`src/rtl/flfa_pkg.sv`:
```
// ============================================================================
// flfa_pkg: shared types and constants of the free list fit allocator
// Holds the request and response item types, register indexes, fit policy
// codes, status codes and the fixed field widths.
// ============================================================================
package flfa_pkg;

   // Fixed field widths.
   localparam int unsigned SIZE_BITS  = 16;
   localparam int unsigned LEN_BITS   = 17;
   localparam int unsigned HDR_BITS   = 8;
   localparam int unsigned ALIGN_BITS = 13;
   localparam int unsigned POL_BITS   = 2;
   localparam int unsigned CSR_IDX_BITS  = 3;
   localparam int unsigned CSR_DATA_BITS = 16;

   // Register indexes on the configuration port.
   localparam logic [CSR_IDX_BITS-1:0] CSR_TOTAL_SIZE   = 3'd0;
   localparam logic [CSR_IDX_BITS-1:0] CSR_BASE_ADDRESS = 3'd1;
   localparam logic [CSR_IDX_BITS-1:0] CSR_HEADER_SIZE  = 3'd2;
   localparam logic [CSR_IDX_BITS-1:0] CSR_FIT_POLICY   = 3'd3;
   localparam logic [CSR_IDX_BITS-1:0] CSR_ALIGNMENT    = 3'd4;

   // Register reset values.
   localparam logic [SIZE_BITS-1:0]  TOTAL_SIZE_RST   = 16'd1000;
   localparam logic [SIZE_BITS-1:0]  BASE_ADDRESS_RST = 16'd0;
   localparam logic [HDR_BITS-1:0]   HEADER_SIZE_RST  = 8'd0;
   localparam logic [POL_BITS-1:0]   FIT_POLICY_RST   = 2'd0;
   localparam logic [ALIGN_BITS-1:0] ALIGNMENT_RST    = 13'd0;

   // Fit policy codes; the unused code behaves as first fit.
   localparam logic [POL_BITS-1:0] POL_FIRST = 2'd0;
   localparam logic [POL_BITS-1:0] POL_BEST  = 2'd1;
   localparam logic [POL_BITS-1:0] POL_WORST = 2'd2;

   // Command codes.
   localparam logic CMD_ALLOC = 1'b0;
   localparam logic CMD_FREE  = 1'b1;

   // Status codes.
   localparam logic [1:0] STAT_OK    = 2'd0;
   localparam logic [1:0] STAT_NOFIT = 2'd1;
   localparam logic [1:0] STAT_FULL  = 2'd2;

   // Request item.
   typedef struct packed {
      logic                 command;
      logic [SIZE_BITS-1:0] request_size;
      logic [SIZE_BITS-1:0] free_address;
   } req_type;

   // Response item.
   typedef struct packed {
      logic [SIZE_BITS-1:0] granted_address;
      logic [1:0]           status;
   } rsp_type;

endpackage

```
`src/rtl/flfa_rem.sv`:
```
// ============================================================================
// flfa_rem: serial remainder unit
// Restoring division of a 16-bit request by the 13-bit alignment, one
// quotient bit per cycle, keeping only the remainder.
// ============================================================================
module flfa_rem (
   input  logic                                clock,
   input  logic                                reset,
   input  logic                                start,
   input  logic [flfa_pkg::SIZE_BITS-1:0]      dividend,
   input  logic [flfa_pkg::ALIGN_BITS-1:0]     divisor,
   output logic                                done,
   output logic [flfa_pkg::ALIGN_BITS-1:0]     remainder
);

   localparam int unsigned AB = flfa_pkg::ALIGN_BITS;
   localparam int unsigned SB = flfa_pkg::SIZE_BITS;
   localparam int unsigned CB = $clog2(SB + 1);

   logic [SB-1:0] dvd_ff, dvd_in;
   logic [AB-1:0] dvs_ff, dvs_in;
   logic [AB-1:0] rem_ff, rem_in;
   logic [CB-1:0] cnt_ff, cnt_in;
   logic          run_ff, run_in;
   logic          done_ff, done_in;
   logic [AB:0]   trial;

   // One restoring step: shift the next dividend bit in, subtract if it fits.
   always_comb begin
      dvd_in  = dvd_ff;
      dvs_in  = dvs_ff;
      rem_in  = rem_ff;
      cnt_in  = cnt_ff;
      run_in  = run_ff;
      done_in = 1'b0;
      trial   = {rem_ff, dvd_ff[SB-1]};
      if (start) begin
         dvd_in = dividend;
         dvs_in = divisor;
         rem_in = '0;
         cnt_in = CB'(SB);
         run_in = 1'b1;
      end else if (run_ff) begin
         dvd_in = {dvd_ff[SB-2:0], 1'b0};
         if (trial >= {1'b0, dvs_ff}) begin
            rem_in = AB'(trial - {1'b0, dvs_ff});
         end else begin
            rem_in = trial[AB-1:0];
         end
         cnt_in = cnt_ff - 1'b1;
         if (cnt_ff == CB'(1)) begin
            run_in  = 1'b0;
            done_in = 1'b1;
         end
      end
   end

   always_ff @(posedge clock) begin
      if (reset) begin
         run_ff  <= 1'b0;
         done_ff <= 1'b0;
         cnt_ff  <= '0;
      end else begin
         run_ff  <= run_in;
         done_ff <= done_in;
         cnt_ff  <= cnt_in;
      end
      dvd_ff <= dvd_in;
      dvs_ff <= dvs_in;
      rem_ff <= rem_in;
   end

   assign done      = done_ff;
   assign remainder = rem_ff;

endmodule

```
`src/rtl/free_list_fit_allocator.sv`:
```
// ============================================================================
// free_list_fit_allocator: free list allocator with first, best or worst fit
// Top level: configuration registers, free list memory and the sequencer.
// ============================================================================
// The free list sits in a single-port-write, registered-read memory and is
// walked one entry per cycle. An allocate item first passes through the
// serial remainder unit when alignment is nonzero, then scans the list;
// first fit stops at the first hit. When a granted entry empties, the
// entries behind it are moved down one place, one per cycle. A free item
// moves every entry up one place before the new one goes to the head; a
// free on a full list is dropped. After reset and after each configuration
// write the list is rebuilt as a single region, and while that is pending no
// item is accepted. Only one item is in work at a time; its result is held
// until taken.
module free_list_fit_allocator #(
   parameter int unsigned MAX_BLOCKS = 16,
   parameter int unsigned ADDR_BITS  = 16
) (
   input  logic                                  clock,
   input  logic                                  reset,
   input  logic                                  req_valid,
   output logic                                  req_ready,
   input  flfa_pkg::req_type                     req_data,
   output logic                                  rsp_valid,
   input  logic                                  rsp_ready,
   output flfa_pkg::rsp_type                     rsp_data,
   input  logic                                  csr_we,
   input  logic [flfa_pkg::CSR_IDX_BITS-1:0]     csr_index,
   input  logic [flfa_pkg::CSR_DATA_BITS-1:0]    csr_wdata
);

   localparam int unsigned IDX_BITS  = $clog2(MAX_BLOCKS);
   localparam int unsigned CNT_BITS  = $clog2(MAX_BLOCKS + 1);
   localparam int unsigned LB        = flfa_pkg::LEN_BITS;
   localparam int unsigned SB        = flfa_pkg::SIZE_BITS;
   localparam int unsigned AB        = flfa_pkg::ALIGN_BITS;
   localparam int unsigned SUM_BITS  = (ADDR_BITS > LB) ? ADDR_BITS : LB;
   localparam int unsigned WIDE_BITS = (ADDR_BITS > SB) ? ADDR_BITS : SB;

   typedef struct packed {
      logic [ADDR_BITS-1:0] start;
      logic [LB-1:0]        length;
   } entry_type;

   typedef enum logic [2:0] {
      ST_IDLE, ST_DIV, ST_NEED, ST_SCAN, ST_UPDATE, ST_REMOVE, ST_PUSH, ST_DONE
   } state_type;

   // Configuration registers.
   logic [SB-1:0]                     total_size_ff;
   logic [SB-1:0]                     base_address_ff;
   logic [flfa_pkg::HDR_BITS-1:0]     header_size_ff;
   logic [flfa_pkg::POL_BITS-1:0]     fit_policy_ff;
   logic [AB-1:0]                     alignment_ff;
   logic                              csr_hit;

   // Sequencer state.
   state_type            state_ff, state_in;
   logic                 restart_ff, restart_in;
   logic [CNT_BITS-1:0]  count_ff, count_in;
   logic [CNT_BITS-1:0]  rd_idx_ff, rd_idx_in;
   logic                 chk_vld_ff, chk_vld_in;
   logic [IDX_BITS-1:0]  chk_idx_ff, chk_idx_in;
   logic                 mv_vld_ff, mv_vld_in;
   logic [IDX_BITS-1:0]  mv_dst_ff, mv_dst_in;
   logic                 found_ff, found_in;
   logic [IDX_BITS-1:0]  pick_idx_ff, pick_idx_in;
   entry_type            pick_ff, pick_in;
   flfa_pkg::req_type    req_ff, req_in;
   logic [LB-1:0]        need_ff, need_in;
   flfa_pkg::rsp_type    res_ff, res_in;
   logic                 rsp_valid_ff, rsp_valid_in;
   flfa_pkg::rsp_type    rsp_data_ff, rsp_data_in;

   // Memory ports.
   entry_type            mem [MAX_BLOCKS];
   entry_type            rd_data_ff;
   logic                 mem_we;
   logic [IDX_BITS-1:0]  mem_waddr;
   entry_type            mem_wdata;
   logic [IDX_BITS-1:0]  mem_raddr;

   // Remainder unit.
   logic                 div_start;
   logic                 div_done;
   logic [AB-1:0]        div_rem;

   // Datapath helpers.
   logic                 fits;
   logic                 take;
   logic                 first_only;
   logic [AB-1:0]        pad;
   logic [SUM_BITS-1:0]  sum_start;
   logic [LB-1:0]        new_len;
   logic [WIDE_BITS-1:0] pick_wide;
   logic [WIDE_BITS-1:0] fa_wide;
   logic [WIDE_BITS-1:0] base_wide;

   flfa_rem u_rem (
      .clock     (clock),
      .reset     (reset),
      .start     (div_start),
      .dividend  (req_data.request_size),
      .divisor   (alignment_ff),
      .done      (div_done),
      .remainder (div_rem)
   );

   // Configuration writes; any valid index restarts the list.
   always_comb begin
      case (csr_index)
         flfa_pkg::CSR_TOTAL_SIZE:   csr_hit = 1'b1;
         flfa_pkg::CSR_BASE_ADDRESS: csr_hit = 1'b1;
         flfa_pkg::CSR_HEADER_SIZE:  csr_hit = 1'b1;
         flfa_pkg::CSR_FIT_POLICY:   csr_hit = 1'b1;
         flfa_pkg::CSR_ALIGNMENT:    csr_hit = 1'b1;
         default:                    csr_hit = 1'b0;
      endcase
   end

   always_ff @(posedge clock) begin
      if (reset) begin
         total_size_ff   <= flfa_pkg::TOTAL_SIZE_RST;
         base_address_ff <= flfa_pkg::BASE_ADDRESS_RST;
         header_size_ff  <= flfa_pkg::HEADER_SIZE_RST;
         fit_policy_ff   <= flfa_pkg::FIT_POLICY_RST;
         alignment_ff    <= flfa_pkg::ALIGNMENT_RST;
      end else if (csr_we) begin
         case (csr_index)
            flfa_pkg::CSR_TOTAL_SIZE:   total_size_ff   <= csr_wdata;
            flfa_pkg::CSR_BASE_ADDRESS: base_address_ff <= csr_wdata;
            flfa_pkg::CSR_HEADER_SIZE:  header_size_ff  <= csr_wdata[flfa_pkg::HDR_BITS-1:0];
            flfa_pkg::CSR_FIT_POLICY:   fit_policy_ff   <= csr_wdata[flfa_pkg::POL_BITS-1:0];
            flfa_pkg::CSR_ALIGNMENT:    alignment_ff    <= csr_wdata[AB-1:0];
            default: ;
         endcase
      end
   end

   // Fit test on the entry just read and the policy's choice among hits.
   always_comb begin
      fits       = rd_data_ff.length >= need_ff;
      first_only = (fit_policy_ff != flfa_pkg::POL_BEST) &&
                   (fit_policy_ff != flfa_pkg::POL_WORST);
      take       = fits && (!found_ff ||
                   ((fit_policy_ff == flfa_pkg::POL_BEST) &&
                    (rd_data_ff.length < pick_ff.length)) ||
                   ((fit_policy_ff == flfa_pkg::POL_WORST) &&
                    (rd_data_ff.length > pick_ff.length)));
      pad        = ((alignment_ff != '0) && (div_rem != '0)) ?
                   AB'(alignment_ff - div_rem) : '0;
      sum_start  = SUM_BITS'(pick_ff.start) + SUM_BITS'(need_ff);
      new_len    = pick_ff.length - need_ff;
      pick_wide  = WIDE_BITS'(pick_ff.start);
      fa_wide    = WIDE_BITS'(req_ff.free_address);
      base_wide  = WIDE_BITS'(base_address_ff);
   end

   // Sequencer.
   always_comb begin
      state_in     = state_ff;
      restart_in   = restart_ff;
      count_in     = count_ff;
      rd_idx_in    = rd_idx_ff;
      chk_vld_in   = 1'b0;
      chk_idx_in   = chk_idx_ff;
      mv_vld_in    = 1'b0;
      mv_dst_in    = mv_dst_ff;
      found_in     = found_ff;
      pick_idx_in  = pick_idx_ff;
      pick_in      = pick_ff;
      req_in       = req_ff;
      need_in      = need_ff;
      res_in       = res_ff;
      rsp_valid_in = rsp_valid_ff && !rsp_ready;
      rsp_data_in  = rsp_data_ff;
      div_start    = 1'b0;
      mem_we       = 1'b0;
      mem_waddr    = '0;
      mem_wdata    = '0;
      mem_raddr    = '0;
      req_ready    = (state_ff == ST_IDLE) && !restart_ff;

      case (state_ff)
         ST_IDLE: begin
            if (restart_ff) begin
               // Rebuild the list as the single initial region.
               mem_we           = 1'b1;
               mem_wdata.start  = base_wide[ADDR_BITS-1:0];
               mem_wdata.length = LB'(total_size_ff);
               count_in         = CNT_BITS'(1);
               restart_in       = 1'b0;
            end else if (req_valid) begin
               req_in   = req_data;
               found_in = 1'b0;
               if (req_data.command == flfa_pkg::CMD_FREE) begin
                  if (count_ff >= CNT_BITS'(MAX_BLOCKS)) begin
                     res_in   = '{granted_address: '0, status: flfa_pkg::STAT_FULL};
                     state_in = ST_DONE;
                  end else begin
                     rd_idx_in = count_ff;
                     state_in  = ST_PUSH;
                  end
               end else if (alignment_ff != '0) begin
                  div_start = 1'b1;
                  state_in  = ST_DIV;
               end else begin
                  state_in = ST_NEED;
               end
            end
         end
         ST_DIV: begin
            if (div_done) begin
               state_in = ST_NEED;
            end
         end
         ST_NEED: begin
            need_in   = LB'(req_ff.request_size) + LB'(pad) + LB'(header_size_ff);
            rd_idx_in = '0;
            state_in  = ST_SCAN;
         end
         ST_SCAN: begin
            // Issue one read a cycle; judge the entry read the cycle before.
            if (rd_idx_ff < count_ff) begin
               mem_raddr  = rd_idx_ff[IDX_BITS-1:0];
               chk_vld_in = 1'b1;
               chk_idx_in = rd_idx_ff[IDX_BITS-1:0];
               rd_idx_in  = rd_idx_ff + 1'b1;
            end
            if (chk_vld_ff && take) begin
               found_in    = 1'b1;
               pick_idx_in = chk_idx_ff;
               pick_in     = rd_data_ff;
            end
            if (chk_vld_ff && fits && !found_ff && first_only) begin
               state_in = ST_UPDATE;
            end else if ((rd_idx_ff >= count_ff) && !chk_vld_ff) begin
               state_in = ST_UPDATE;
            end
         end
         ST_UPDATE: begin
            if (!found_ff) begin
               res_in   = '{granted_address: '0, status: flfa_pkg::STAT_NOFIT};
               state_in = ST_DONE;
            end else begin
               res_in = '{granted_address: pick_wide[SB-1:0], status: flfa_pkg::STAT_OK};
               if (new_len != '0) begin
                  mem_we           = 1'b1;
                  mem_waddr        = pick_idx_ff;
                  mem_wdata.start  = sum_start[ADDR_BITS-1:0];
                  mem_wdata.length = new_len;
                  state_in         = ST_DONE;
               end else begin
                  rd_idx_in = CNT_BITS'(pick_idx_ff) + 1'b1;
                  state_in  = ST_REMOVE;
               end
            end
         end
         ST_REMOVE: begin
            // Close the gap: each later entry moves down one place.
            if (rd_idx_ff < count_ff) begin
               mem_raddr = rd_idx_ff[IDX_BITS-1:0];
               mv_vld_in = 1'b1;
               mv_dst_in = IDX_BITS'(rd_idx_ff - 1'b1);
               rd_idx_in = rd_idx_ff + 1'b1;
            end else if (!mv_vld_ff) begin
               count_in = count_ff - 1'b1;
               state_in = ST_DONE;
            end
         end
         ST_PUSH: begin
            // Move every entry up one place, last first, then fill the head.
            if (rd_idx_ff != '0) begin
               mem_raddr = IDX_BITS'(rd_idx_ff - 1'b1);
               mv_vld_in = 1'b1;
               mv_dst_in = rd_idx_ff[IDX_BITS-1:0];
               rd_idx_in = rd_idx_ff - 1'b1;
            end else if (!mv_vld_ff) begin
               mem_we           = 1'b1;
               mem_waddr        = '0;
               mem_wdata.start  = fa_wide[ADDR_BITS-1:0];
               mem_wdata.length = LB'(req_ff.request_size);
               count_in         = count_ff + 1'b1;
               res_in           = '{granted_address: '0, status: flfa_pkg::STAT_OK};
               state_in         = ST_DONE;
            end
         end
         ST_DONE: begin
            if (!rsp_valid_ff || rsp_ready) begin
               rsp_valid_in = 1'b1;
               rsp_data_in  = res_ff;
               state_in     = ST_IDLE;
            end
         end
         default: begin
            state_in = ST_IDLE;
         end
      endcase

      // A moved entry is written in the cycle after its read.
      if (mv_vld_ff) begin
         mem_we    = 1'b1;
         mem_waddr = mv_dst_ff;
         mem_wdata = rd_data_ff;
      end

      if (csr_we && csr_hit) begin
         restart_in = 1'b1;
      end
   end

   always_ff @(posedge clock) begin
      if (reset) begin
         state_ff     <= ST_IDLE;
         restart_ff   <= 1'b1;
         count_ff     <= CNT_BITS'(1);
         chk_vld_ff   <= 1'b0;
         mv_vld_ff    <= 1'b0;
         found_ff     <= 1'b0;
         rsp_valid_ff <= 1'b0;
      end else begin
         state_ff     <= state_in;
         restart_ff   <= restart_in;
         count_ff     <= count_in;
         chk_vld_ff   <= chk_vld_in;
         mv_vld_ff    <= mv_vld_in;
         found_ff     <= found_in;
         rsp_valid_ff <= rsp_valid_in;
      end
      rd_idx_ff   <= rd_idx_in;
      chk_idx_ff  <= chk_idx_in;
      mv_dst_ff   <= mv_dst_in;
      pick_idx_ff <= pick_idx_in;
      pick_ff     <= pick_in;
      req_ff      <= req_in;
      need_ff     <= need_in;
      res_ff      <= res_in;
      rsp_data_ff <= rsp_data_in;
   end

   // Free list memory: one write and one registered read a cycle.
   always_ff @(posedge clock) begin
      if (mem_we) begin
         mem[mem_waddr] <= mem_wdata;
      end
      rd_data_ff <= mem[mem_raddr];
   end

   assign rsp_valid = rsp_valid_ff;
   assign rsp_data  = rsp_data_ff;

endmodule

```
`config.mk`:
```
export PLATFORM = sky130hd
export DESIGN_NAME = free_list_fit_allocator
export DESIGN_NICKNAME = d
export VERILOG_FILES = /design/src/rtl/flfa_pkg.sv /design/src/rtl/flfa_rem.sv /design/src/rtl/free_list_fit_allocator.sv
export SDC_FILE = /design/constraint.sdc
export NUM_CORES = 1
export LEC_CHECK = 0
export ABC_CLOCK_PERIOD_IN_PS = 7200
export BUFFER_PORTS_ARGS = -buffer_cell sky130_fd_sc_hd__clkbuf_2
export CAP_MARGIN = 10
export CELL_PAD_IN_SITES_DETAIL_PLACEMENT = 1
export CELL_PAD_IN_SITES_GLOBAL_PLACEMENT = 2
export CORE_ASPECT_RATIO = 0.6
export CORE_UTILIZATION = 30
export DETAILED_ROUTE_END_ITERATION = 12
export MAX_ROUTING_LAYER = met4
export PLACE_DENSITY = 0.59
export SLEW_MARGIN = 20
export SYNTH_ARGS = -nofsm -noshare
export SYNTH_HDL_FRONTEND = slang
export SYNTH_SLANG_ARGS = --single-unit
```
`constraint.sdc`:
```
create_clock -name clock -period 7.2 [get_ports clock]
set_input_delay 0.72 -clock clock [delete_from_list [all_inputs] [get_ports clock]]
set_output_delay 0.72 -clock clock [all_outputs]
set_load 0.005 [all_outputs]
```
Word-level counts from Yosys, hierarchy flattened
Memory sizes are Yosys's and may differ from the RTL's. A register that Yosys moved wholly into a read port is not among the register bits.
Cells that the tools add are included.

word-level totals
  memories = 1
  memory bits (writable) = 528
  output and inout port bits = 20
  register bits = 252

memories
  memory  words  bits a word  read ports  clocked after Yosys merged registers in  write ports  RTL line                       source
  mem     16     33           1           1                                        1            free_list_fit_allocator.sv:76  entry_type mem [MAX_BLOCKS];

operators by class
  multiplexer cells = 87
  equality and inequality tests = 35
  add/subtract/negate cells = 12
  bitwise operators = 3
  reduce and logical (&&, ||, !) cells = 54
  $lt $le $gt $ge = 7

operators by type and width
  cell                number
  $mux 33             5
  $mux 18             7
  $pmux 33 s3         1
  $mux 5              15
  $pmux 18 s3         1
  $mux 16             2
  $mux 4              8
  $ne 2x2->1 const B  16
  $mux 3              10
  $mux 13             2
  $reduce_bool 13->1  2
  $sub 13x13->13      2
  $mux 1              25
  $pmux 5 s5          1
  $pmux 3 s8          1
  $add 16x13->17      1
  $add 17x8->17       1
  $ge 17x17->1        1
  $gt 17x17->1        1
  $lt 17x17->1        1
  $reduce_bool 17->1  1
  $sub 17x17->17      1
  $add 16x16->16      1
  $pmux 4 s2          2
  36 further kinds    90

Longest topological paths before layout
  depth in word-level cells = 8
  depth in mapped cells = 20

Cells and area by module
A second synthesis with hierarchy kept.

unflattened totals
  cell total of the unflattened synthesis = 2436
  area total of the unflattened synthesis = 35652.9 um^2

by module, submodules not included
  module                   sequential area each (um^2)  times used  cells each  area each (um^2)
  free_list_fit_allocator  21931.0                      1           2200        33047.9
  flfa_rem                 1271.2                       1           236         2605.0

Worst setup path after synthesis
Ideal clock, no wire load.

  path kind = flip-flop to flip-flop
  start = reg need_ff[0]
  end = mem mem[10][0] in the netlist's numbering (enable)
  required time = 6685 ps
  cell stages (with the launch flop) = 13
  slack = 735 ps
  clock period less this slack = 6465 ps
  arrival = 5950 ps
  cells stage by stage = edfxtp_1 ha_1 fa_1 nand2b_1 a21bo_2 a211oi_1 o31a_1 o31a_1 or3_1 or4_1 buf_2 nand2_2 o41ai_1

between the ends
  word-level cells in the longest chain between the ends = 8
  elaborated cells on any way between the ends = 12
  those cells by class = add/sub (1); mux (10); reduce/logical (1)

ends and longest elaborated chain
  what                          RTL line                        source
  start, declared               free_list_fit_allocator.sv:70   logic [LB-1:0] need_ff, need_in;
  start signal, assigned        free_list_fit_allocator.sv:336  need_ff <= need_in;
  $sub 17x17->17 (*)            free_list_fit_allocator.sv:153  new_len = pick_ff.length - need_ff;
  $reduce_bool 17->1 (*)        free_list_fit_allocator.sv:247  if (new_len != '0) begin
  $mux 1                        free_list_fit_allocator.sv:247
  $mux 1                        free_list_fit_allocator.sv:242  if (!found_ff) begin
  $pmux 1 s3                    free_list_fit_allocator.sv:184  case (state_ff)
  $mux 1                        free_list_fit_allocator.sv:301  if (mv_vld_ff) begin
  $mux 1                        free_list_fit_allocator.sv:343  if (mem_we) begin
  $mux 1 (implied by the code)  free_list_fit_allocator.sv:344  mem[mem_waddr] <= mem_wdata;
  end, declared                 free_list_fit_allocator.sv:76

Mark *: on every way between the ends. The rest lies on a longest branch, timed or not.

Final worst setup path
  start = reg need_ff[0]
  end = mem mem[3][5] in the netlist's numbering (enable)

The elaborated chain is that of the path after synthesis.

==> results.cfg <==
[run_status]
status = finished, final reports clean

[yosys]
synth-seq-cells = 813
yosysTopAreaCell = edfxtp_1
synthArstFlopShare_pct = 0
yosysSeqAreaShare_pct = 63.8
synth_most_common_cell = edfxtp_1
synth_common_cells = edfxtp_1 (692), nand2_1 (668), nand3_1 (225), clkbuf_1 (130), ha_1 (124)
syn_inst = 3070
synth_flop_cell = edfxtp_1
synth_area_leaders = edfxtp_1 (57%), nand2_1 (6.9%), dfxtp_1 (6.7%), ha_1 (4.3%), nand3_1 (3.1%)
syn-num-nets = 3265
synth_top_cell_area_share_pct = 57.2
synth_area_um2 = 36300
synth_cell_types = 77
synth_edf_count = 692
syn_area_per_cell_um2 = 11.8
ys_warn_count = 0

[clock_network]
ctsHoldBuffers = 0
clk_path_buf_depth = 3
insertion_delay_ns = 0.70
root_buffer = clkbuf_16
clk_pin_slew_ns = 0.06
htreeDepth = 3
cts_buffers = 84
post_cts_resized = 0
clock-sinks = 813
postCtsSetupBuffers = 0
cts_tree = built

[place]
dp_hpwl_um = 83200
pre_cts_slack_ns = 1.70
gp_congestion = 0.885
io_buffers = 76

[worst_setup_path]
max_stage_delay_ns = 0.75
worstPathMaxFanout = 33
start_kind = register
critical_path.cell_chain = ha_1 -> fa_1 -> nand2b_1 -> a21bo_2 -> a2111oi_2 -> nor2_1 -> a211oi_1 -> o31ai_1 -> or4_1 -> and2_1 -> a221oi_4 -> buf_4
crit_required_ns = 7.50
slowest_stage = or4_1
cp_data_arrival_time_ns = 5.73
critPathKind = register to register
endpoint_kind = register

[timing]
rsz0062_at_grt = no
period_share_pct = 75.4
relSlewSlack_pct = 26.2
tightest_slew_ns = 1.08
setup_viol = 0
finalSetupTns_ns = 0
fmax_mhz = 184
drv_slew = 0
fin_skew_ns = 0.0340
fin_crit_ns = 5.43
hold_viol_final = 0
worst_slack_ns = 1.77

[detailed_routing]
route.vias.total = 24800
drc_errors = 0
drtPass1Iterations = 5
antenna_left = 0
wirelength_um = 125000
drtIter0Drc = 2223
wl_per_cell_um = 26.0
vias_per_cell = 5.17

[power]
power_density_nw_per_um2 = 351
power.leakage_nw = 15.5
vdd_ir_drop_max_uv = 196

[die]
row_count = 98
die_w_um = 451
num_io_pins = 77
die-area_um2 = 123000
fp.dieH_um = 272
start_util_pct = 30.4
core_area_um2 = 120000

[layout]
syn_to_final_growth_pct = 14.9
nets = 3333
postLayoutCoreUtil_pct = 34.9
drive_gt1_share_pct = 10.5

[run]
maxCapViolCount = 0

[global_routing]
grt_usage_pct = 20.8
first_global_vias = 25500
grt_pass1_wl_um = 180000
grt_max_degree = 76
overflow = 0
antenna_found_initial = 3

[hold_path]
min_path_type = input pin to register
layout make-up:
cell class	instances	area (um^2)
fill	12900	77800
inverter	120	450
timing repair buffer	134	878
sequential	813	23200
clock buffer	116	2310
clock inverter	36	417
tap	1600	2000
multi-input combinational	1985	12500
antenna	4	10.0
cells in the final DEF, fill, tap and decap left out, types with 37 or more instances in the layout:
cell / synthesis / routed
a21oi_1: 117 / 113
buf_4: 2 / 53
clkbuf_16: 0 / 85
clkbuf_2: 0 / 76
dfxtp_1: 121 / 119
edfxtp_1: 692 / 692
ha_1: 124 / 124
inv_1: 116 / 116
mux2i_1: 106 / 106
nand2_1: 668 / 667
nand3_1: 225 / 225
nor2_1: 120 / 110
nor3_1: 39 / 39
o21ai_0: 63 / 62
o221ai_1: 55 / 37
xnor2_1: 39 / 39
path summary, 6_finish.rpt:
| check | startpoint | to | slack [ns] | cells after the start |
|---|---|---|---|---|
| setup / recovery | need_ff[0] | mem[3][5] | 1.77 | 12 |
| hold / removal | req_data[2] | fa_wide[2] | 0.20 | 1 |
| setup reg to reg | need_ff[0] | mem[3][5] | 1.77 | 12 |
| hold reg to reg | res_ff[0] | rsp_data[0] | 0.41 | 0 |
power by group:
group          internal [mW]  leakage, nW  switching, mW  total [mW]
Clock                   2.48         1.31           1.97        4.45
Combinational           1.31         6.99           2.74        4.05
Sequential              5.77         7.24          0.371        6.14
stage by stage:
stage | cell area, um^2 | power, mW | hold slack [ns] | std cells
after CTS | 41600 | 14.8 | 0.137 | 4804
after global placement | 38900 | 10.1 | 0.404 | 4652
after global routing | 41800 | 15.4 | 0.163 | 4806
final | 41800 | 14.6 | 0.204 | 4808
after detailed placement | 38900 | 10.2 | 0.406 | 4652
after floorplan | 36300 | 8.60 | 0.400 | 3070
critical path: cells and delay by family, from the launching register on:
family	cells	cell delay, ns
buffers and inverters	1	0.56
AO/OA/AOI/OAI	5	1.63
AND/OR/NAND/NOR	4	1.65
flip-flops	1	0.46
adder cells (fa/ha/maj)	2	0.64
sequential cells by signal, indices dropped and copies added, names as in the netlist, 2 cells and up:
name             count
need_ff             17
rd_data_ff          33
state_ff             3
fa_wide             16
header_size_ff       8
u_rem.remainder     13
alignment_ff        13
fit_policy_ff        2
pick_idx_ff          4
rd_idx_ff            5
req_ff              16
mv_dst_ff            4
mem                528
res_ff              18
count_ff             5
total_size_ff       16
rsp_data            18
pick_ff             17
pick_wide           16
u_rem.cnt_ff         5
base_address_ff     16
u_rem.dvs_ff        13
u_rem.dvd_ff        16
chk_idx_ff           4
logic make-up (layout without fill, tap and decap cells):
family                   Yosys count  in the layout  synth area share [%]
adder cells (fa/ha/maj)          138            138                  5.04
AND/OR/NAND/NOR                 1199           1199                  14.4
flip-flops                       813            813                  63.8
buffers and inverters            272            406                  2.89
other                              0              4                     0
AO/OA/AOI/OAI                    465            465                  8.90
XOR/XNOR                          62             62                  1.49
multiplexers                     121            121                  3.38
per-layer routing:
metal | track usage [%] | vias up | share of wire [%]
met5 | - | - | 0
met4 | 5.49 | 0 | 2.4
met3 | 4.68 | 147 | 5.4
met2 | 28.6 | 488 | 41
met1 | 30.3 | 12800 | 51
li1 | - | 11400 | -
Power figures use the tool's default switching activity.
